===== src/sv/assert_macros.svh =====
// Assertion macros shared by the RTL of the request parser.
// Expects a clock clk_i and an active-low reset rst_ni in the including scope.
`ifndef ASSERT_MACROS_SVH
`define ASSERT_MACROS_SVH

// Check on every rising edge, switched off while reset is asserted.
`define RRP_ASSERT(label, prop, msg) \
  label: assert property (@(posedge clk_i) disable iff (!rst_ni) (prop)) else $error(msg);

// Same check, with the implication built from the caller's pre and post.
`define RRP_ASSERT_IMPL(label, pre, post, msg) \
  `RRP_ASSERT(label, (pre) |-> (post), msg)

`endif


===== src/sv/rrp_pkg.sv =====
// Package of the request parser: widths, codes, characters and shared types.
// No dependencies.
`timescale 1ns / 1ps
`default_nettype none

package rrp_pkg;

  localparam int unsigned INT_LINE_MAX = 31;
  localparam int unsigned LEN_BITS     = 26;
  localparam int unsigned ARGS_BITS    = 14;
  localparam int unsigned NUM_W        = LEN_BITS + 1;
  localparam int unsigned LC_W         = $clog2(INT_LINE_MAX + 1);

  localparam logic [NUM_W-1:0]     NUM_SAT          = {NUM_W{1'b1}};
  localparam logic [ARGS_BITS-1:0] MAX_ARGS_RESET   = ARGS_BITS'(10000);
  localparam logic [LEN_BITS-1:0]  MAX_ARG_LEN_RESET = LEN_BITS'(33554432);

  // Configuration register indexes
  localparam logic CFG_MAX_ARGS    = 1'b0;
  localparam logic CFG_MAX_ARG_LEN = 1'b1;

  // Result kinds
  localparam logic [1:0] KIND_DATA  = 2'd0;
  localparam logic [1:0] KIND_END   = 2'd1;
  localparam logic [1:0] KIND_ERROR = 2'd2;

  // Error codes
  localparam logic [2:0] ERR_NO_STAR   = 3'd0;
  localparam logic [2:0] ERR_BAD_COUNT = 3'd1;
  localparam logic [2:0] ERR_NO_DOLLAR = 3'd2;
  localparam logic [2:0] ERR_BAD_LEN   = 3'd3;
  localparam logic [2:0] ERR_NO_CRLF   = 3'd4;
  localparam logic [2:0] ERR_BAD_INT   = 3'd5;

  // Characters
  localparam logic [7:0] CH_STAR   = 8'h2A;
  localparam logic [7:0] CH_DOLLAR = 8'h24;
  localparam logic [7:0] CH_CR     = 8'h0D;
  localparam logic [7:0] CH_LF     = 8'h0A;
  localparam logic [7:0] CH_TAB    = 8'h09;
  localparam logic [7:0] CH_SPACE  = 8'h20;
  localparam logic [7:0] CH_PLUS   = 8'h2B;
  localparam logic [7:0] CH_MINUS  = 8'h2D;
  localparam logic [7:0] CH_ZERO   = 8'h30;
  localparam logic [7:0] CH_NINE   = 8'h39;

  typedef enum logic [6:0] {
    PH_STAR   = 7'b0000001,
    PH_COUNT  = 7'b0000010,
    PH_DOLLAR = 7'b0000100,
    PH_LEN    = 7'b0001000,
    PH_DATA   = 7'b0010000,
    PH_CR     = 7'b0100000,
    PH_LF     = 7'b1000000
  } phase_e;

  typedef enum logic [1:0] {
    LINE_MORE = 2'd0,
    LINE_DONE = 2'd1,
    LINE_BAD  = 2'd2
  } line_status_e;

  // State of one integer line being parsed
  typedef struct packed {
    logic             pending_cr;
    logic [LC_W-1:0]  line_count;
    logic             number_sign;
    logic             sign_seen;
    logic             digit_seen;
    logic [NUM_W-1:0] number_value;
  } line_t;

endpackage

`default_nettype wire


===== src/sv/rrp_if.sv =====
// Handshake channels of the request parser: input bytes and result items.
// Depends on rrp_pkg.
`timescale 1ns / 1ps
`default_nettype none

interface rrp_in_if;
  logic       valid;
  logic       ready;
  logic [7:0] in_byte;

  modport source (output valid, output in_byte, input ready);
  modport sink (input valid, input in_byte, output ready);
endinterface

interface rrp_out_if;
  logic                           valid;
  logic                           ready;
  logic [1:0]                     kind;
  logic [7:0]                     data_byte;
  logic [rrp_pkg::ARGS_BITS-1:0]  arg_index;
  logic [rrp_pkg::LEN_BITS-1:0]   arg_length;
  logic                           last_arg;
  logic [2:0]                     error_code;

  modport source (
    output valid, output kind, output data_byte, output arg_index,
    output arg_length, output last_arg, output error_code, input ready
  );
  modport sink (
    input valid, input kind, input data_byte, input arg_index,
    input arg_length, input last_arg, input error_code, output ready
  );
endinterface

`default_nettype wire


===== src/sv/rrp_int_line.sv =====
// Integer line parser: takes one byte of a count or length line and gives the
// updated line state and whether the line goes on, is complete or is malformed.
// Depends on rrp_pkg.
`timescale 1ns / 1ps
`default_nettype none

module rrp_int_line (
  input  wire logic [7:0]            byte_i,
  input  wire rrp_pkg::line_t        line_i,
  output rrp_pkg::line_t             line_o,
  output rrp_pkg::line_status_e      status_o
);

  typedef struct packed {
    rrp_pkg::line_t st;
    logic           ok;
  } char_res_t;

  localparam int unsigned ACC_W = rrp_pkg::NUM_W + 4;

  // One character of the line; saturating multiply-by-ten accumulate on digits
  function automatic char_res_t line_char(input rrp_pkg::line_t s, input logic [7:0] c);
    char_res_t       r;
    logic            digit;
    logic            space;
    logic [ACC_W-1:0] acc;
    r.st  = s;
    r.ok  = 1'b1;
    digit = (c >= rrp_pkg::CH_ZERO) && (c <= rrp_pkg::CH_NINE);
    space = (c == rrp_pkg::CH_SPACE) || ((c >= rrp_pkg::CH_TAB) && (c <= rrp_pkg::CH_CR));
    acc   = (ACC_W'(s.number_value) << 3) + (ACC_W'(s.number_value) << 1)
          + ACC_W'(c - rrp_pkg::CH_ZERO);
    if (s.line_count >= rrp_pkg::LC_W'(rrp_pkg::INT_LINE_MAX)) begin
      r.ok = 1'b0;
    end else begin
      r.st.line_count = s.line_count + rrp_pkg::LC_W'(1);
      if (!digit) begin
        if (s.sign_seen || s.digit_seen) begin
          r.ok = 1'b0;
        end else if (space) begin
          r.ok = 1'b1;
        end else if ((c == rrp_pkg::CH_PLUS) || (c == rrp_pkg::CH_MINUS)) begin
          r.st.sign_seen   = 1'b1;
          r.st.number_sign = (c == rrp_pkg::CH_MINUS);
        end else begin
          r.ok = 1'b0;
        end
      end else begin
        r.st.digit_seen   = 1'b1;
        r.st.number_value = (acc > ACC_W'(rrp_pkg::NUM_SAT)) ? rrp_pkg::NUM_SAT
                                                             : acc[rrp_pkg::NUM_W-1:0];
      end
    end
    return r;
  endfunction

  char_res_t      cr_res;
  char_res_t      byte_res;
  rrp_pkg::line_t mid;
  logic           mid_bad;
  logic           mid_done;

  // Resolve a held CR first: LF ends the line, anything else makes it a line character
  always_comb begin
    mid      = line_i;
    mid_bad  = 1'b0;
    mid_done = 1'b0;
    cr_res   = line_char(line_i, rrp_pkg::CH_CR);
    if (line_i.pending_cr) begin
      mid.pending_cr = 1'b0;
      if (byte_i == rrp_pkg::CH_LF) begin
        mid_done = line_i.digit_seen && (line_i.line_count != '0);
        mid_bad  = !mid_done;
      end else if (!cr_res.ok) begin
        mid_bad = 1'b1;
      end else begin
        mid            = cr_res.st;
        mid.pending_cr = 1'b0;
      end
    end
  end

  always_comb begin
    byte_res = line_char(mid, byte_i);
    line_o   = mid;
    status_o = rrp_pkg::LINE_MORE;
    priority if (mid_bad) begin
      status_o = rrp_pkg::LINE_BAD;
    end else if (mid_done) begin
      status_o = rrp_pkg::LINE_DONE;
    end else if (byte_i == rrp_pkg::CH_CR) begin
      line_o.pending_cr = 1'b1;
    end else if (byte_res.ok) begin
      line_o = byte_res.st;
    end else begin
      status_o = rrp_pkg::LINE_BAD;
    end
  end

endmodule

`default_nettype wire


===== src/sv/resp_request_parser_top.sv =====
// Top level of the request parser: phase sequencer, configuration registers and
// result register. Depends on rrp_pkg, rrp_if, rrp_int_line and assert_macros.svh.
`timescale 1ns / 1ps
`default_nettype none

// Parses '*' count CRLF followed by count bulk strings '$' length CRLF data CRLF,
// one byte per item. A data byte or end-of-argument result appears in the result
// register on the cycle after its byte is taken; input is taken whenever that
// register is empty or being emptied, so the sustained rate is one byte per clock
// while out_o.ready stays high. Count and length lines follow strtol rules
// (whitespace, sign, digits, at most 31 characters before CRLF) with saturating
// accumulation. Any protocol fault yields one error result and the block then
// swallows every byte without result until reset. Writes to max_args (index 0) and
// max_arg_len (index 1) take effect at once; the user must make them only while no
// request is in progress, unchecked by the block. No clearing pass follows reset.
module resp_request_parser_top (
  input  wire logic                          clk_i,
  input  wire logic                          rst_ni,
  input  wire logic                          cfg_we_i,
  input  wire logic                          cfg_idx_i,
  input  wire logic [rrp_pkg::LEN_BITS-1:0]  cfg_wdata_i,
  rrp_in_if.sink                             in_i,
  rrp_out_if.source                          out_o
);

  localparam int unsigned AB = rrp_pkg::ARGS_BITS;
  localparam int unsigned LB = rrp_pkg::LEN_BITS;

  rrp_pkg::phase_e       phase_q, phase_d;
  rrp_pkg::line_t        line_q, line_d, line_nxt;
  rrp_pkg::line_status_e line_status;
  logic [AB-1:0]         max_args_q;
  logic [LB-1:0]         max_arg_len_q;
  logic [AB-1:0]         args_left_q, args_left_d;
  logic [AB-1:0]         current_arg_q, current_arg_d;
  logic [LB-1:0]         bytes_left_q, bytes_left_d;
  logic [LB-1:0]         current_len_q, current_len_d;
  logic                  closed_q, closed_d;

  logic                  accept;
  logic                  neg;
  logic                  is_last;
  logic                  res_load;
  logic [1:0]            res_kind;
  logic [7:0]            res_data;
  logic [AB-1:0]         res_idx;
  logic [LB-1:0]         res_len;
  logic                  res_last;
  logic [2:0]            res_code;

  logic                  out_valid_q;
  logic [1:0]            out_kind_q;
  logic [7:0]            out_data_q;
  logic [AB-1:0]         out_idx_q;
  logic [LB-1:0]         out_len_q;
  logic                  out_last_q;
  logic [2:0]            out_code_q;

  assign in_i.ready = !out_valid_q || out_o.ready;
  assign accept     = in_i.valid && in_i.ready;

  rrp_int_line u_int_line (
    .byte_i   (in_i.in_byte),
    .line_i   (line_q),
    .line_o   (line_nxt),
    .status_o (line_status)
  );

  assign neg     = line_q.number_sign && (line_q.number_value != '0);
  assign is_last = (args_left_q <= AB'(1));

  always_comb begin
    phase_d       = phase_q;
    line_d        = line_q;
    args_left_d   = args_left_q;
    current_arg_d = current_arg_q;
    bytes_left_d  = bytes_left_q;
    current_len_d = current_len_q;
    closed_d      = closed_q;
    res_load      = 1'b0;
    res_kind      = rrp_pkg::KIND_ERROR;
    res_data      = '0;
    res_idx       = '0;
    res_len       = '0;
    res_last      = 1'b0;
    res_code      = rrp_pkg::ERR_NO_STAR;
    if (accept && !closed_q) begin
      unique case (phase_q)
        rrp_pkg::PH_STAR: begin
          if (in_i.in_byte != rrp_pkg::CH_STAR) begin
            res_load = 1'b1;
            res_code = rrp_pkg::ERR_NO_STAR;
          end else begin
            line_d  = '0;
            phase_d = rrp_pkg::PH_COUNT;
          end
        end
        rrp_pkg::PH_COUNT: begin
          line_d = line_nxt;
          unique case (line_status)
            rrp_pkg::LINE_BAD: begin
              res_load = 1'b1;
              res_code = rrp_pkg::ERR_BAD_INT;
            end
            rrp_pkg::LINE_DONE: begin
              if (neg || (line_q.number_value == '0)
                  || (line_q.number_value > rrp_pkg::NUM_W'(max_args_q))) begin
                res_load = 1'b1;
                res_code = rrp_pkg::ERR_BAD_COUNT;
              end else begin
                args_left_d   = line_q.number_value[AB-1:0];
                current_arg_d = '0;
                phase_d       = rrp_pkg::PH_DOLLAR;
              end
            end
            default: ;
          endcase
        end
        rrp_pkg::PH_DOLLAR: begin
          if (in_i.in_byte != rrp_pkg::CH_DOLLAR) begin
            res_load = 1'b1;
            res_code = rrp_pkg::ERR_NO_DOLLAR;
          end else begin
            line_d  = '0;
            phase_d = rrp_pkg::PH_LEN;
          end
        end
        rrp_pkg::PH_LEN: begin
          line_d = line_nxt;
          unique case (line_status)
            rrp_pkg::LINE_BAD: begin
              res_load = 1'b1;
              res_code = rrp_pkg::ERR_BAD_INT;
            end
            rrp_pkg::LINE_DONE: begin
              if (neg || (line_q.number_value > rrp_pkg::NUM_W'(max_arg_len_q))) begin
                res_load = 1'b1;
                res_code = rrp_pkg::ERR_BAD_LEN;
              end else begin
                current_len_d = line_q.number_value[LB-1:0];
                bytes_left_d  = line_q.number_value[LB-1:0];
                phase_d       = (line_q.number_value[LB-1:0] == '0) ? rrp_pkg::PH_CR
                                                                    : rrp_pkg::PH_DATA;
              end
            end
            default: ;
          endcase
        end
        rrp_pkg::PH_DATA: begin
          bytes_left_d = bytes_left_q - LB'(1);
          if (bytes_left_q == LB'(1)) begin
            phase_d = rrp_pkg::PH_CR;
          end
          res_load = 1'b1;
          res_kind = rrp_pkg::KIND_DATA;
          res_data = in_i.in_byte;
          res_idx  = current_arg_q;
          res_len  = current_len_q;
          res_code = rrp_pkg::ERR_NO_STAR;
        end
        rrp_pkg::PH_CR: begin
          if (in_i.in_byte != rrp_pkg::CH_CR) begin
            res_load = 1'b1;
            res_code = rrp_pkg::ERR_NO_CRLF;
          end else begin
            phase_d = rrp_pkg::PH_LF;
          end
        end
        rrp_pkg::PH_LF: begin
          res_load = 1'b1;
          if (in_i.in_byte != rrp_pkg::CH_LF) begin
            res_code = rrp_pkg::ERR_NO_CRLF;
          end else begin
            args_left_d   = is_last ? '0 : args_left_q - AB'(1);
            current_arg_d = current_arg_q + AB'(1);
            phase_d       = is_last ? rrp_pkg::PH_STAR : rrp_pkg::PH_DOLLAR;
            res_kind      = rrp_pkg::KIND_END;
            res_idx       = current_arg_q;
            res_len       = current_len_q;
            res_last      = is_last;
            res_code      = rrp_pkg::ERR_NO_STAR;
          end
        end
        default: begin
          phase_d = rrp_pkg::PH_STAR;
        end
      endcase
      // close on any error result
      if (res_load && (res_kind == rrp_pkg::KIND_ERROR)) begin
        closed_d = 1'b1;
      end
    end
  end

  always_ff @(posedge clk_i or negedge rst_ni) begin
    if (!rst_ni) begin
      phase_q       <= rrp_pkg::PH_STAR;
      line_q        <= '0;
      args_left_q   <= '0;
      current_arg_q <= '0;
      bytes_left_q  <= '0;
      current_len_q <= '0;
      closed_q      <= 1'b0;
      max_args_q    <= rrp_pkg::MAX_ARGS_RESET;
      max_arg_len_q <= rrp_pkg::MAX_ARG_LEN_RESET;
      out_valid_q   <= 1'b0;
    end else begin
      phase_q       <= phase_d;
      line_q        <= line_d;
      args_left_q   <= args_left_d;
      current_arg_q <= current_arg_d;
      bytes_left_q  <= bytes_left_d;
      current_len_q <= current_len_d;
      closed_q      <= closed_d;
      if (cfg_we_i) begin
        unique case (cfg_idx_i)
          rrp_pkg::CFG_MAX_ARGS:    max_args_q    <= cfg_wdata_i[AB-1:0];
          rrp_pkg::CFG_MAX_ARG_LEN: max_arg_len_q <= cfg_wdata_i;
          default: ;
        endcase
      end
      if (res_load) begin
        out_valid_q <= 1'b1;
      end else if (out_o.ready) begin
        out_valid_q <= 1'b0;
      end
    end
  end

  // Result payload: no reset, qualified by out_valid_q
  always_ff @(posedge clk_i) begin
    if (res_load) begin
      out_kind_q <= res_kind;
      out_data_q <= res_data;
      out_idx_q  <= res_idx;
      out_len_q  <= res_len;
      out_last_q <= res_last;
      out_code_q <= res_code;
    end
  end

  assign out_o.valid      = out_valid_q;
  assign out_o.kind       = out_kind_q;
  assign out_o.data_byte  = out_data_q;
  assign out_o.arg_index  = out_idx_q;
  assign out_o.arg_length = out_len_q;
  assign out_o.last_arg   = out_last_q;
  assign out_o.error_code = out_code_q;

`include "assert_macros.svh"

  `RRP_ASSERT_IMPL(a_closed_silent, closed_q, !res_load, "result produced while closed")
  `RRP_ASSERT(a_error_closes, (res_load && (res_kind == rrp_pkg::KIND_ERROR)) |=> closed_q, "error did not close the parser")
  `RRP_ASSERT_IMPL(a_data_count, phase_q == rrp_pkg::PH_DATA, bytes_left_q != '0, "data phase with no bytes left")
  `RRP_ASSERT_IMPL(a_last_on_end, out_valid_q && out_last_q, out_kind_q == rrp_pkg::KIND_END, "last flag on a result that is not end of argument")

endmodule

`default_nettype wire

===== src/flat_wrapper.sv =====
// flat-port wrapper written by rule: the top's interface ports become plain ports
module resp_request_parser_top_flat 
  (clk_i, rst_ni, cfg_we_i, cfg_idx_i, cfg_wdata_i, in_i_valid, in_i_in_byte, in_i_ready, out_o_valid, out_o_kind, out_o_data_byte, out_o_arg_index, out_o_arg_length, out_o_last_arg, out_o_error_code, out_o_ready);
  rrp_in_if in_i_i ();
  rrp_out_if out_o_i ();
  input  wire logic clk_i;
  input  wire logic rst_ni;
  input  wire logic cfg_we_i;
  input  wire logic cfg_idx_i;
  input  wire logic [rrp_pkg::LEN_BITS-1:0] cfg_wdata_i;
  input wire logic [$bits(in_i_i.valid)-1:0] in_i_valid;
  input wire logic [$bits(in_i_i.in_byte)-1:0] in_i_in_byte;
  output wire logic [$bits(in_i_i.ready)-1:0] in_i_ready;
  output wire logic [$bits(out_o_i.valid)-1:0] out_o_valid;
  output wire logic [$bits(out_o_i.kind)-1:0] out_o_kind;
  output wire logic [$bits(out_o_i.data_byte)-1:0] out_o_data_byte;
  output wire logic [$bits(out_o_i.arg_index)-1:0] out_o_arg_index;
  output wire logic [$bits(out_o_i.arg_length)-1:0] out_o_arg_length;
  output wire logic [$bits(out_o_i.last_arg)-1:0] out_o_last_arg;
  output wire logic [$bits(out_o_i.error_code)-1:0] out_o_error_code;
  input wire logic [$bits(out_o_i.ready)-1:0] out_o_ready;
  assign in_i_i.valid = in_i_valid;
  assign in_i_i.in_byte = in_i_in_byte;
  assign in_i_ready = in_i_i.ready;
  assign out_o_valid = out_o_i.valid;
  assign out_o_kind = out_o_i.kind;
  assign out_o_data_byte = out_o_i.data_byte;
  assign out_o_arg_index = out_o_i.arg_index;
  assign out_o_arg_length = out_o_i.arg_length;
  assign out_o_last_arg = out_o_i.last_arg;
  assign out_o_error_code = out_o_i.error_code;
  assign out_o_i.ready = out_o_ready;
  resp_request_parser_top u_core (.clk_i(clk_i), .rst_ni(rst_ni), .cfg_we_i(cfg_we_i), .cfg_idx_i(cfg_idx_i), .cfg_wdata_i(cfg_wdata_i), .in_i(in_i_i), .out_o(out_o_i));
endmodule

===== config.mk =====
export PLATFORM = sky130hd
export DESIGN_NAME = resp_request_parser_top_flat
export DESIGN_NICKNAME = d
export VERILOG_FILES = /design/src/sv/rrp_pkg.sv /design/src/sv/rrp_if.sv /design/src/sv/rrp_int_line.sv /design/src/sv/resp_request_parser_top.sv /design/src/flat_wrapper.sv
export VERILOG_INCLUDE_DIRS = /design/src /design/src/sv
export SDC_FILE = /design/constraint.sdc
export NUM_CORES = 1
export LEC_CHECK = 0
export ABC_AREA = 1
export BUFFER_PORTS_ARGS = -buffer_cell sky130_fd_sc_hd__buf_2
export CORE_MARGIN = 10
export CORE_UTILIZATION = 30
export DETAILED_ROUTE_END_ITERATION = 8
export REMOVE_ABC_BUFFERS = 1
export SYNTH_ARGS = -nofsm -noshare
export SYNTH_HDL_FRONTEND = slang
export SYNTH_SLANG_ARGS = --single-unit

===== constraint.sdc =====
create_clock -name clk_i -period 5.81 [get_ports clk_i]
set_input_delay 0.8715 -clock clk_i [delete_from_list [all_inputs] [get_ports clk_i]]
set_output_delay 0.8715 -clock clk_i [all_outputs]
set_load 0.03 [all_outputs]

# After elaboration in Yosys (flattened, before gate mapping)
# Index checks and enable logic that the tools add are counted.
# W data, S select, Z words.
# op_classes
n_addsub,8
n_mul,0
div,0
n_lt_le_gt_ge,10
eq_ne,29
n_shift,0
n_mux,86
bitwise,4
reduce_logical,38
# op_table
op,count
$mux W35,6
$mux W36,4
$mux W14,8
$pmux W36 S3,1
$pmux W26 S2,2
$pmux W14 S2,3
$mux W26,3
$mux W7,9
$pmux W7 S7,1
$add A30 B28 Y31,1
$add A31 B31 Y31,1
$gt A31 B27 Y1 const B,1
$mux W28,1
$gt A27 B14 Y1,1
$gt A27 B26 Y1,1
$logic_not A27 Y1,1
$mux W27,1
$reduce_bool A27 Y1,1
$eq A26 B1 Y1 const B,1
$logic_not A26 Y1,1
$sub A26 B1 Y26 const B,1
$eq A8 B6 Y1 const B,3
$mux W2,12
$mux W1,23
other kinds (45),88
# totals
ff_bits,219
latchBits,0
ramBits,0
mem_bits_ro,0
in_bits,40
out_inout_bits,56
elab_cells,196
mem_count,0

# Longest topological paths before layout
# Gate-level depths: netlist (run 1).
# depth
word_depth,20
depth_mapped,23
ltp_nobuf,22

# By module
# From an unflattened synthesis (run 1), not the netlist that was laid out.
# unflattened
cells_unflattened,2076
hier_area_um2,15492.4
# by_module_without_submodules
module,n_inst,cells_each,area_each_um2,seq_area_each_um2
resp_request_parser_top,1,1417,11713.7,5759.3
rrp_int_line,1,659,3778.6,0.0

# Least setup slack after synthesis (run 1)
# OpenSTA, ideal clock, no wires.
# synth_timing
kind,input port to flip-flop
startpoint,in in_i_in_byte[4]
endpoint,reg u_core.line_q[10] (netlist name)
setup_ns,0.117
arrival_ns,4.716
required_ns,5.693
setup_slack_ns,0.977
cell_stages,17
path_buffers,1
path_cell_list,ha_1 > nor2_1 > fa_1 > ha_1 > inv_2 > o21bai_1 > o21bai_1 > a21oi_1 > o21ai_1 > nand2_1 > nand3_1 > nand2_1 > nor2_2 > buf_2 > nand3_1 > nand2_1 > nand2_1
# synth_between
elab_chain_len,14
elab_cells_between_ends,43
cone_classes,3 x add/sub; 6 x order compare; 9 x eq/ne; 19 x mux; 6 x reduce/logical
# synth_lines
item,line_no,rtl
"start, declared",flat_wrapper.sv:12,input wire logic [$bits(in_i_i.in_byte)-1:0] in_i_in_byte;
$eq A8 B4 Y1,rrp_int_line.sv:71,if (byte_i == rrp_pkg::CH_LF) begin
$mux W35,rrp_int_line.sv:71,
$mux W35,rrp_int_line.sv:69,if (line_i.pending_cr) begin
$add A30 B28 Y31,rrp_int_line.sv:31,acc = (ACC_W'(s.number_value) << 3) + (ACC_W'(s.number_value) << 1)
$add A31 B31 Y31,rrp_int_line.sv:32,+ ACC_W'(c - rrp_pkg::CH_ZERO);
$gt A31 B27 Y1,rrp_int_line.sv:50,r.st.number_value = (acc > ACC_W'(rrp_pkg::NUM_SAT)) ? rrp_pkg::NUM_SAT
$mux W27,rrp_int_line.sv:50,
$mux W28,rrp_int_line.sv:37,if (!digit) begin
$mux W35,rrp_int_line.sv:33,if (s.line_count >= rrp_pkg::LC_W'(rrp_pkg::INT_LINE_MAX)) begin
$mux W35,rrp_int_line.sv:93,end else if (byte_res.ok) begin
$mux W35,rrp_int_line.sv:91,end else if (byte_i == rrp_pkg::CH_CR) begin
$mux W36,rrp_int_line.sv:89,end else if (mid_done) begin
$mux W36,rrp_int_line.sv:87,priority if (mid_bad) begin
$pmux W36 S3,resp_request_parser_top.sv:88,unique case (phase_q)
"end signal, assigned",resp_request_parser_top.sv:209,line_q <= line_d;
"end, declared",resp_request_parser_top.sv:30,"rrp_pkg::line_t line_q, line_d, line_nxt;"
# Several ways; a longest one is shown, not always the timed one.
# A chain may end at the register's enable or synchronous reset.

# Worst setup path after layout (run 1)
# layout_timing
startpoint,in in_i_in_byte[4]
endpoint,reg u_core.line_q[6] (netlist name)
# The elaborated chain is that of the path after synthesis.

==> summary.md, run 1 <==
| Metric | Value |
|---|---|
| Core Rows | `slightly below 80` |
| CP startpoint kind | `primary input` |
| Final Hold Viols | `0` |
| Placed cell count | `about 2.5k` |
| Post-route ant nets | `0` |
| Cts hold-fix bufs | `0` |
| Clock slew at reported path FFs | `60 ps` |
| Leading area contributor after synthesis | `dfrtp_1` |
| Initial antenna violation count | `0` |
| Final WS setup | `approximately 1500 ps` |
| Synth warn | `0` |
| Ant diodes | `0` |
| FMAX | `0.234 GHz` |
| Routed vias/inst | `4.84` |
| Average wire per standard cell | `approximately 16 um` |
| Htree depth | `1` |
| Post-CTS setup buffers | `0` |
| Clock skew | `11.9 ps` |
| WL final | `41300 um` |
| Clock buffer depth | `3` |
| Avg Synthesized Cell Area | `approximately 7.8 um^2` |
| Maxcap violations | `0` |
| Synth top area cells | `dfrtp_1 28%, nand2_1 12%, edfxtp_1 11%, ha_1 7.5%, inv_1 6.0%` |
| Top-area cell type share of the netlist area | `0.277` |
| Worst slew pin tran | `around 1000 ps` |
| Slew Viols, Final | `0` |
| Total GRT Usage | `0.144` |
| Root Driver | `clkbuf_16` |
| Grt ovf | `0` |
| RSZ-0062 raised after global routing | `no` |
| Worst Setup End Kind | `register` |
| Worst Hold Class | `in -> async` |
| Sequential-to-total area share from yosys stat | `0.404` |
| Top cells by count, synth | `439 x nand2_1, 228 x inv_1, 198 x nor2_1` |
| Drt drc | `0` |
| Final TNS setup | `0 ps` |
| Detail Placement HPWL | `31000 um` |
| Total CTS buffers | `27` |
| Die width | `238 um` |
| Vias in the first global route | `approximately 12k` |
| Syn Inst Count | `1833` |
| P&R area growth vs syn | `14.5%` |
| Filler cells | `4952` |
| #FFs+latches synth | `219` |
| # setup viols final | `0` |
| Peak supply drop | `0.181 mV` |
| Drt pass-1 iters | `6` |
| Relative slew margins | `0.304` |
| Initial Utilization | `0.305` |
| Cts repair resizes | `0` |
| Top-count cell post-synth | `nand2_1` |
| Placer Congestion | `0.930` |
| Share of cells above drive strength 1 | `0.111` |
| Clock sinks | `219` |
| Core box area | `46800 um^2` |
| Ys async rst share | `0.753` |
| CP Max Fanout | `18` |
| Worst skew pair latency | `560 ps` |
| Leakage power total | `7.57 nW` |
| CP Data Arrival Time | `between 4000 and 5000 ps` |
| Post-synth cell types | `53` |
| FF-to-FF path depth | `17` |
| # port buffers | `95` |
| Top FF cell, synth | `dfrtp_1` |
| Period Utilization, post-route | `0.737` |
| Fin util | `0.349` |
| Status | `complete, no violations` |
| Pin count of the biggest net entering global routing | `85` |
| Post-synth EDFFs | `54` |
| Die footprint | `56600 um^2` |
| Worst EP required | `around 6200 ps` |
| # IOs | `96` |
| Period minus WS final | `between 4000 and 5000 ps` |
| Power density over the cells | `220 nW/um^2` |
| Dpl ws | `984 ps` |
| Vias | `between 10k and 15k` |
| Iter 0 DRT Violations | `897` |
| Mapped cell area | `14300 um^2` |
| Non-filler cells, final | `2551` |
| CTS tree | `built` |
| First-pass GRT wire length | `approximately 67000 um` |
| Nets | `2074` |
| WS Path Type | `in -> reg` |
| DIE HEIGHT | `roughly 240 um` |
## worst paths after layout
kind | from | endpoint | slack [ps]
max | in_i_in_byte[4] | u_core.line_q[6] | 1530
min | rst_ni | u_core.current_arg_q[9] | 360
max reg2reg | u_core.line_q[1] | u_core.line_q[6] | 1890
min reg2reg | u_core.closed_q | u_core.closed_q | 450
max in group asynchronous | rst_ni | u_core.args_left_q[5] | 4130
min in group clk_i | u_core.closed_q | u_core.closed_q | 450
## per-layer routing
metal	vias up	routed length, um	GRT usage
met1	5841	18200	0.177
met2	261	20100	0.254
li1	6170	-	-
met5	-	0	0
met4	0	1190	0.0474
met3	71	1860	0.0235
## logic make-up after synthesis
kind of cell,after synthesis,share of synthesized area
xor gates and xnor gates,53,0.0326
adders and majority gates,111,0.111
AOI/OAI and AO/OA,303,0.115
and+or+nand+nor,853,0.256
muxes,3,0.00237
buffers and inverters,291,0.0793
DFF,219,0.404
## power breakdown
part	internal [mW]	leakage [nW]	switching, mW	total [mW]
clock	1.04	0.440	0.678	1.71
sequential	1.61	2.52	0.0160	1.63
combinational	0.0839	4.61	0.163	0.246
total	2.73	7.57	0.856	3.59
## sequential cells by signal, summed over array words and instances (netlist names), 7 cells and up
name	count
u_core.max_arg_len_q	26
u_core.out_o.arg_length	26
u_core.out_o.arg_index	14
u_core.args_left_q	14
u_core.current_arg_q	14
u_core.phase_q	7
u_core.current_len_q	26
u_core.max_args_q	14
u_core.out_o.data_byte	8
u_core.line_q	36
u_core.bytes_left_q	26
## stage by stage
step	hold slack (ps)	total power [mW]	instance area, um^2
2_1_floorplan	422	1.80	14000
3_3_place_gp	437	1.90	15400
3_5_place_dp	444	1.90	15400
4_1_cts	401	3.64	16300
5_1_grt	442	3.73	16300
6_report	355	3.59	16300
## cell usage in the layout (no fill, tap or decap), types with 5 or more instances in the layout
cell type  synthesis  layout
a22oi_1            6       6
dfrtp_1          158     158
nor2_1           198     197
clkbuf_16          0      28
o22ai_1           11      11
buf_2             13      94
inv_2             11      12
clkbuf_1          33       9
buf_4              1      14
dfstp_2            7       7
a31oi_1            7       7
o211ai_1           7       7
or2_2             12      12
ha_1              85      85
clkbuf_8           0       5
nand2_2            6       7
edfxtp_1          54      54
nand4_1           26      26
nand2_1          439     438
xor2_1            38      38
o21ai_1           17      17
inv_1            228     227
o21ai_0          152     152
nor3_1            29      29
nor2_2            10      11
xnor2_1           15      15
o21bai_1          11      11
a21oi_1           80      80
nor4_1            10      10
nand3_1          108     108
fa_1              26      26
## worst max-delay path, stage by stage
cell and delay [ps]:
buf_2 130, ha_1 260, nor2_2 520, buf_4 320
fa_1 440, ha_1 370, nand2_1 120, o21ai_0 400
o21bai_1 170, nand3_1 110, nand4_1 110, nand2_1 70
nor2_2 380, buf_12 220, nand3_1 90, nand2_1 70
nand2_1 60
## final cells by class
| cell class | instances | area, um^2 | area share |
|---|---|---|---|
| sequential | 219 | 5760 | 0.353 |
| timing repair buffer | 111 | 627 | 0.0384 |
| tap | 607 | 759 | 0.0465 |
| inverter | 241 | 907 | 0.0556 |
| clock buffer | 42 | 803 | 0.0492 |
| multi-input combinational | 1323 | 7370 | 0.452 |
| clock inverter | 8 | 95.1 | 0.00583 |
No activity file was read; power rests on OpenSTA's default activity.
==> inputs of run 2 (changes only) <==
==> constraint.sdc (replaced) <==
create_clock -name clk_i -period 4.2 [get_ports clk_i]
set_input_delay 0.63 -clock clk_i [delete_from_list [all_inputs] [get_ports clk_i]]
set_output_delay 0.63 -clock clk_i [all_outputs]
set_load 0.03 [all_outputs]
==> run 2 against run 1 <==
Effect of this change: utilization rose by 0.27 points; highest routed layer unchanged; via count rose by 1.3%; largest power group unchanged; global-route usage about the same; clock skew up 5.8 ps; largest cell class unchanged; worst setup slack worse by 970 ps; routed wire length rose by 0.80%; sequential power up 38%; first-iteration DRC count fell by 7.4%; sequential share of layout area shrank 0.27 points.
==> summary.md, run 2 (synthesis gave the netlist of run 1 again) <==
| Metric | Value |
|---|---|
| Status | `complete, no violations` |
| Worst Setup End Kind | `register` |
| CP Data Arrival Time | `just over 4000 ps` |
| CP startpoint kind | `primary input` |
| RSZ-0062 raised after global routing | `no` |
| P&R area growth vs syn | `15.4%` |
| Non-filler cells, final | `2566` |
| Most common cell after layout, fill and taps aside | `nand2_1` |
| Relative slew margins | `0.248` |
| Total power | `4.93 mW` |
| CP Max Fanout | `22` |
| Die footprint | `56600 um^2` |
| Slowest cell on crit path | `fa_1` |
| Average wire per standard cell | `16.2 um` |
| Htree depth | `1` |
| Iter 0 DRT Violations | `around 830` |
| Detail Placement HPWL | `31200 um` |
| Peak supply drop | `0.244 mV` |
| Commonest cells after routing, fill and taps aside | `438 x nand2_1, 227 x inv_1, 197 x nor2_1` |
| Slowest cell delay on critical path | `450 ps` |
| Largest reg by FF count | `u_core.line_q` |
| Slew Viols, Final | `0` |
| Clock slew at reported path FFs | `60 ps` |
| Period Utilization, post-route | `0.867` |
| WL final | `41700 um` |
| Maxcap violations | `0` |
| Post-CTS setup buffers | `0` |
| Total CTS buffers | `26` |
| Clock buffer depth | `3` |
| Core box area | `46800 um^2` |
| Dpl ws | `69.2 ps` |
| # setup viols final | `0` |
| Vias in the first global route | `~12k` |
| Worst slew pin tran | `1130 ps` |
| Clock skew | `17.7 ps` |
| FF-to-FF path depth | `22` |
| Worst skew pair latency | `560 ps` |
| First-pass GRT wire length | `66900 um` |
| Power density over the cells | `300 nW/um^2` |
| Most frequent CP cell | `nand2_1` |
| # IOs | `between 90 and 100` |
| Share of cells above drive strength 1 | `0.122` |
| Core Rows | `79` |
| Final WS setup | `559 ps` |
| FMAX | `0.275 GHz` |
| DIE HEIGHT | `238 um` |
| Crit Reg-Reg Endpoint | `u_core.out_o.arg_length[22]` |
| Clock sinks | `219` |
| Setup slack, reg-to-reg | `570 ps` |
| Initial Utilization | `0.305` |
| Max reg flops | `36` |
| Placed cell count | `about 2.5k` |
| CTS tree | `built` |
| Period minus WS final | `3640 ps` |
| Total GRT Usage | `0.144` |
| Die width | `238 um` |
| Pin count of the biggest net entering global routing | `104` |
| Nets | `2089` |
| Setup crit start | `in_i_in_byte[4]` |
| Final Hold Viols | `0` |
| Vias | `12.5k` |
| # port buffers | `95` |
| Cts hold-fix bufs | `0` |
| Fin util | `0.352` |
| Cts repair resizes | `0` |
| Drt pass-1 iters | `5` |
| Worst EP required | `roughly 4600 ps` |
| RR Startpoint | `u_core.line_q[30]` |
| Crit path capture | `u_core.line_q[17]` |
| Drt drc | `0` |
| Worst Hold Class | `in -> async` |
| Crit path cell chain | `buf_2 -> ha_1 -> nor2_2 -> buf_12 -> fa_1 -> ha_1 -> inv_1 -> o21ai_0 -> a31oi_1 -> o21bai_1 -> a21oi_1 -> nand2_1 -> nand2_1 -> nand2_1 -> nor2_2 -> buf_12 -> nand3_1 -> nand2_1 -> nand2_1` |
| Initial antenna violation count | `1` |
| Root Driver | `clkbuf_16` |
| Placer Congestion | `0.960` |
| Post-route ant nets | `0` |
| WS Path Type | `in -> reg` |
| Leakage power total | `7.65 nW` |
| Routed vias/inst | `4.87` |
| Grt ovf | `0` |
==> run 2: how the worst min path moves through the flow <==
stage                                from                       end  slack, ps  depth (start not counted)
final                              rst_ni  u_core.current_arg_q[12]        160                          1
after global routing               rst_ni   u_core.current_arg_q[5]        270                          1
after CTS                          rst_ni   u_core.current_arg_q[5]        260                          1
after detailed placement  u_core.closed_q           u_core.closed_q        440                          2
after global placement    u_core.closed_q           u_core.closed_q        440                          2
after floorplan                    rst_ni     u_core.args_left_q[0]        330                          0
==> run 2: cell type report <==
type                    instances  area [um^2]
inverters                     241          907
repair buffers                127          772
well taps                     607          759
clock buffers                  33          738
diodes                          1         2.50
clock inverters                15          138
fillers                      4945        30300
flip-flops and latches        219         5760
multi-input cells            1323         7370
==> run 2: per-stage QoR <==
step	cell area [um^2]	hold slack [ps]	setup TNS [ps]
after detailed placement	15600	441	0
after global placement	15600	437	0
after CTS	16400	258	0
after global routing	16400	270	0
after floorplan	14000	334	-15580
final	16400	164	0
==> run 2: metal layers <==
metal | up-vias | share of wire | global-route usage
met1 | 5966 | 0.44 | 0.179
met5 | - | 0 | 0
met3 | 55 | 0.043 | 0.0206
met2 | 279 | 0.50 | 0.259
met4 | 0 | 0.025 | 0.0355
li1 | 6205 | - | -
==> run 2: worst max-delay path: cells and delay by family <==
kind | cells | cell delay (ps)
AO/OA/AOI/OAI | 4 | 930
adder cells (fa/ha/maj) | 3 | 1050
buffers and inverters | 4 | 630
AND/OR/NAND/NOR | 8 | 800
==> run 2: report_power, final <==
group / leakage (nW) / switching (mW) / internal [mW]
clock network: 0.429 / 0.971 / 1.37
registers: 2.52 / 0.0222 / 2.23
logic: 4.70 / 0.224 / 0.119
==> inputs of run 3 (changes only) <==
--- a/config.mk
+++ b/config.mk
@@ -8,9 +8,10 @@
 export LEC_CHECK = 0
 export ABC_AREA = 1
 export BUFFER_PORTS_ARGS = -buffer_cell sky130_fd_sc_hd__buf_2
-export CORE_MARGIN = 10
+export CORE_MARGIN = 3
 export CORE_UTILIZATION = 30
 export DETAILED_ROUTE_END_ITERATION = 8
+export PLACE_DENSITY = 0.55
 export REMOVE_ABC_BUFFERS = 1
 export SYNTH_ARGS = -nofsm -noshare
 export SYNTH_HDL_FRONTEND = slang
==> run 3 against run 2 <==
Effect of this change: global-route usage rose by 1.5 points; critical path depth is 2 lower; worst setup slack got worse by 4.4 ps; non-clock buffer count is 7 lower; cell count down 0.27%; register-to-register slack lost 20 ps; sequential power is essentially flat; clock-buffer cell count up 4; worst hold slack worse by 36 ps; routed wire length down 3.5%; utilization decreased by 0.13 points; sequential share of layout area up 0.13 points; largest power group unchanged; highest routed layer unchanged.
==> summary.md, run 3 (synthesis gave the netlist of run 1 again) <==
| Metric | Value |
|---|---|
| CP Data Arrival Time | `4080 ps` |
| Drt pass-1 iters | `5` |
| Vias | `approximately 12k` |
| Max reg flops | `36` |
| Worst EP required | `4630 ps` |
| Non-filler cells, final | `2559` |
| Total CTS buffers | `27` |
| Worst slew pin tran | `between 800 and 900 ps` |
| Post-CTS setup buffers | `0` |
| Worst Setup End Kind | `register` |
| Initial Utilization | `0.305` |
| Dpl ws | `145 ps` |
| Core Rows | `79` |
| Routed vias/inst | `a little under 5` |
| P&R area growth vs syn | `14.9%` |
| Cts hold-fix bufs | `0` |
| Htree depth | `1` |
| # setup viols final | `0` |
| Period Utilization, post-route | `0.868` |
| WS Path Type | `reg -> reg` |
| Post-route ant nets | `0` |
| Status | `complete, no violations` |
| Clock buffer depth | `3` |
| RSZ-0062 raised after global routing | `no` |
| Pin count of the biggest net entering global routing | `81` |
| Relative slew margins | `0.417` |
| Drt drc | `0` |
| Filler cells | `4944` |
| Vias in the first global route | `12.3k` |
| Placed cell count | `~2.5k` |
| Maxcap violations | `0` |
| First-pass GRT wire length | `approximately 65000 um` |
| Fin util | `0.350` |
| Total GRT Usage | `0.160` |
| DP Area | `15500 um^2` |
| Core box area | `46800 um^2` |
| Clock sinks | `roughly 220` |
| FMAX | `0.274 GHz` |
| Largest reg by FF count | `u_core.line_q` |
| Final Hold Viols | `0` |
| Ant diodes | `0` |
| Iter 0 DRT Violations | `703` |
| # IOs | `96` |
| DIE HEIGHT | `224 um` |
| # port buffers | `95` |
| Period minus WS final | `between 3000 and 4000 ps` |
| Average wire per standard cell | `around 16 um` |
| Power density over the cells | `299 nW/um^2` |
| Placer Congestion | `0.917` |
| Slew Viols, Final | `0` |
| Grt ovf | `0` |
| Share of cells above drive strength 1 | `0.115` |
| Peak supply drop | `0.261 mV` |
| Worst skew pair latency | `550 ps` |
| Initial antenna violation count | `0` |
| Die footprint | `50200 um^2` |
| Final TNS setup | `0 ps` |
| WL final | `between 40000 and 50000 um` |
| Detail Placement HPWL | `30000 um` |
| Leakage power total | `7.62 nW` |
| Nets | `2083` |
| Root Driver | `clkbuf_16` |
| CP Max Fanout | `22` |
| Cts repair resizes | `0` |
| Die width | `224 um` |
| CP startpoint kind | `register` |
| Clock slew at reported path FFs | `60 ps` |
| Worst Hold Class | `in -> async` |
| Most common cell after layout, fill and taps aside | `nand2_1` |
| CTS tree | `built` |
| Final WS setup | `555 ps` |
| Clock skew | `15.3 ps` |
| Commonest cells after routing, fill and taps aside | `439 x nand2_1, 227 x inv_1, 197 x nor2_1` |
| Final instance area | `16400 um^2` |
## run 3: changes by cell type in the layout (fill, tap and decap cells not counted), moves of 2 or more
cell / before / now
clkinv_2: 7 / 4
clkbuf_1: 2 / 4
inv_4: 3 / 1
buf_4: 28 / 21
clkinv_1: 1 / 6
clkinvlp_4: 4 / 0
## run 3: area by class of cell
type	count	area [um^2]	area share
Clock inverter	12	86.3	0.00527
Clock buffer	37	785	0.0479
Sequential cell	219	5760	0.352
Multi-Input combinational cell	1323	7370	0.450
Tap cell	607	759	0.0464
Inverter	241	907	0.0554
Timing Repair Buffer	120	719	0.0439
## run 3: layer usage
layer	part of all wire	wire [um]	track usage
met2	0.47	19000	0.274
met4	0.041	1630	0.0563
met3	0.045	1800	0.0258
met5	0	0	0
met1	0.44	17800	0.204
## run 3: stage by stage
stage	power [mW]	hold slack [ps]
2_1_floorplan	2.49	334
4_1_cts	4.99	164
3_5_place_dp	2.64	437
3_3_place_gp	2.63	434
6_report	4.90	128
5_1_grt	5.13	176
## run 3: worst paths after layout
path	startpoint	endpoint	slack [ps]	cells past startpoint
hold / removal	rst_ni	u_core.current_arg_q[11]	130	1
hold reg to reg	u_core.closed_q	u_core.closed_q	450	2
max in group asynchronous	rst_ni	u_core.max_args_q[13]	3070	2
setup / recovery	u_core.line_q[3]	u_core.line_q[0]	550	17
min in group clk_i	cfg_wdata_i[9]	u_core.max_args_q[9]	330	3
setup reg to reg	u_core.line_q[3]	u_core.line_q[0]	550	17
## run 3: worst max-delay path, cell delays in order (launching register included)
cell and delay, ps:
dfrtp_1 610, inv_1 250, fa_1 530, inv_1 50
ha_1 340, nand3b_1 110, nand2_1 130, a21oi_1 330
o21ai_0 240, nand4_1 150, nand3_1 90, nand2_1 70
nand2_1 70, nor2_2 160, buf_12 190, nand3_1 90
nand2_1 70, nand2_1 50
## run 3: where the power goes
part           total [mW]  internal [mW]  switching (mW)  leakage (nW)
logic               0.348          0.121           0.227          4.66
registers            2.25           2.23          0.0215          2.52
clock network        2.31           1.36           0.946         0.432
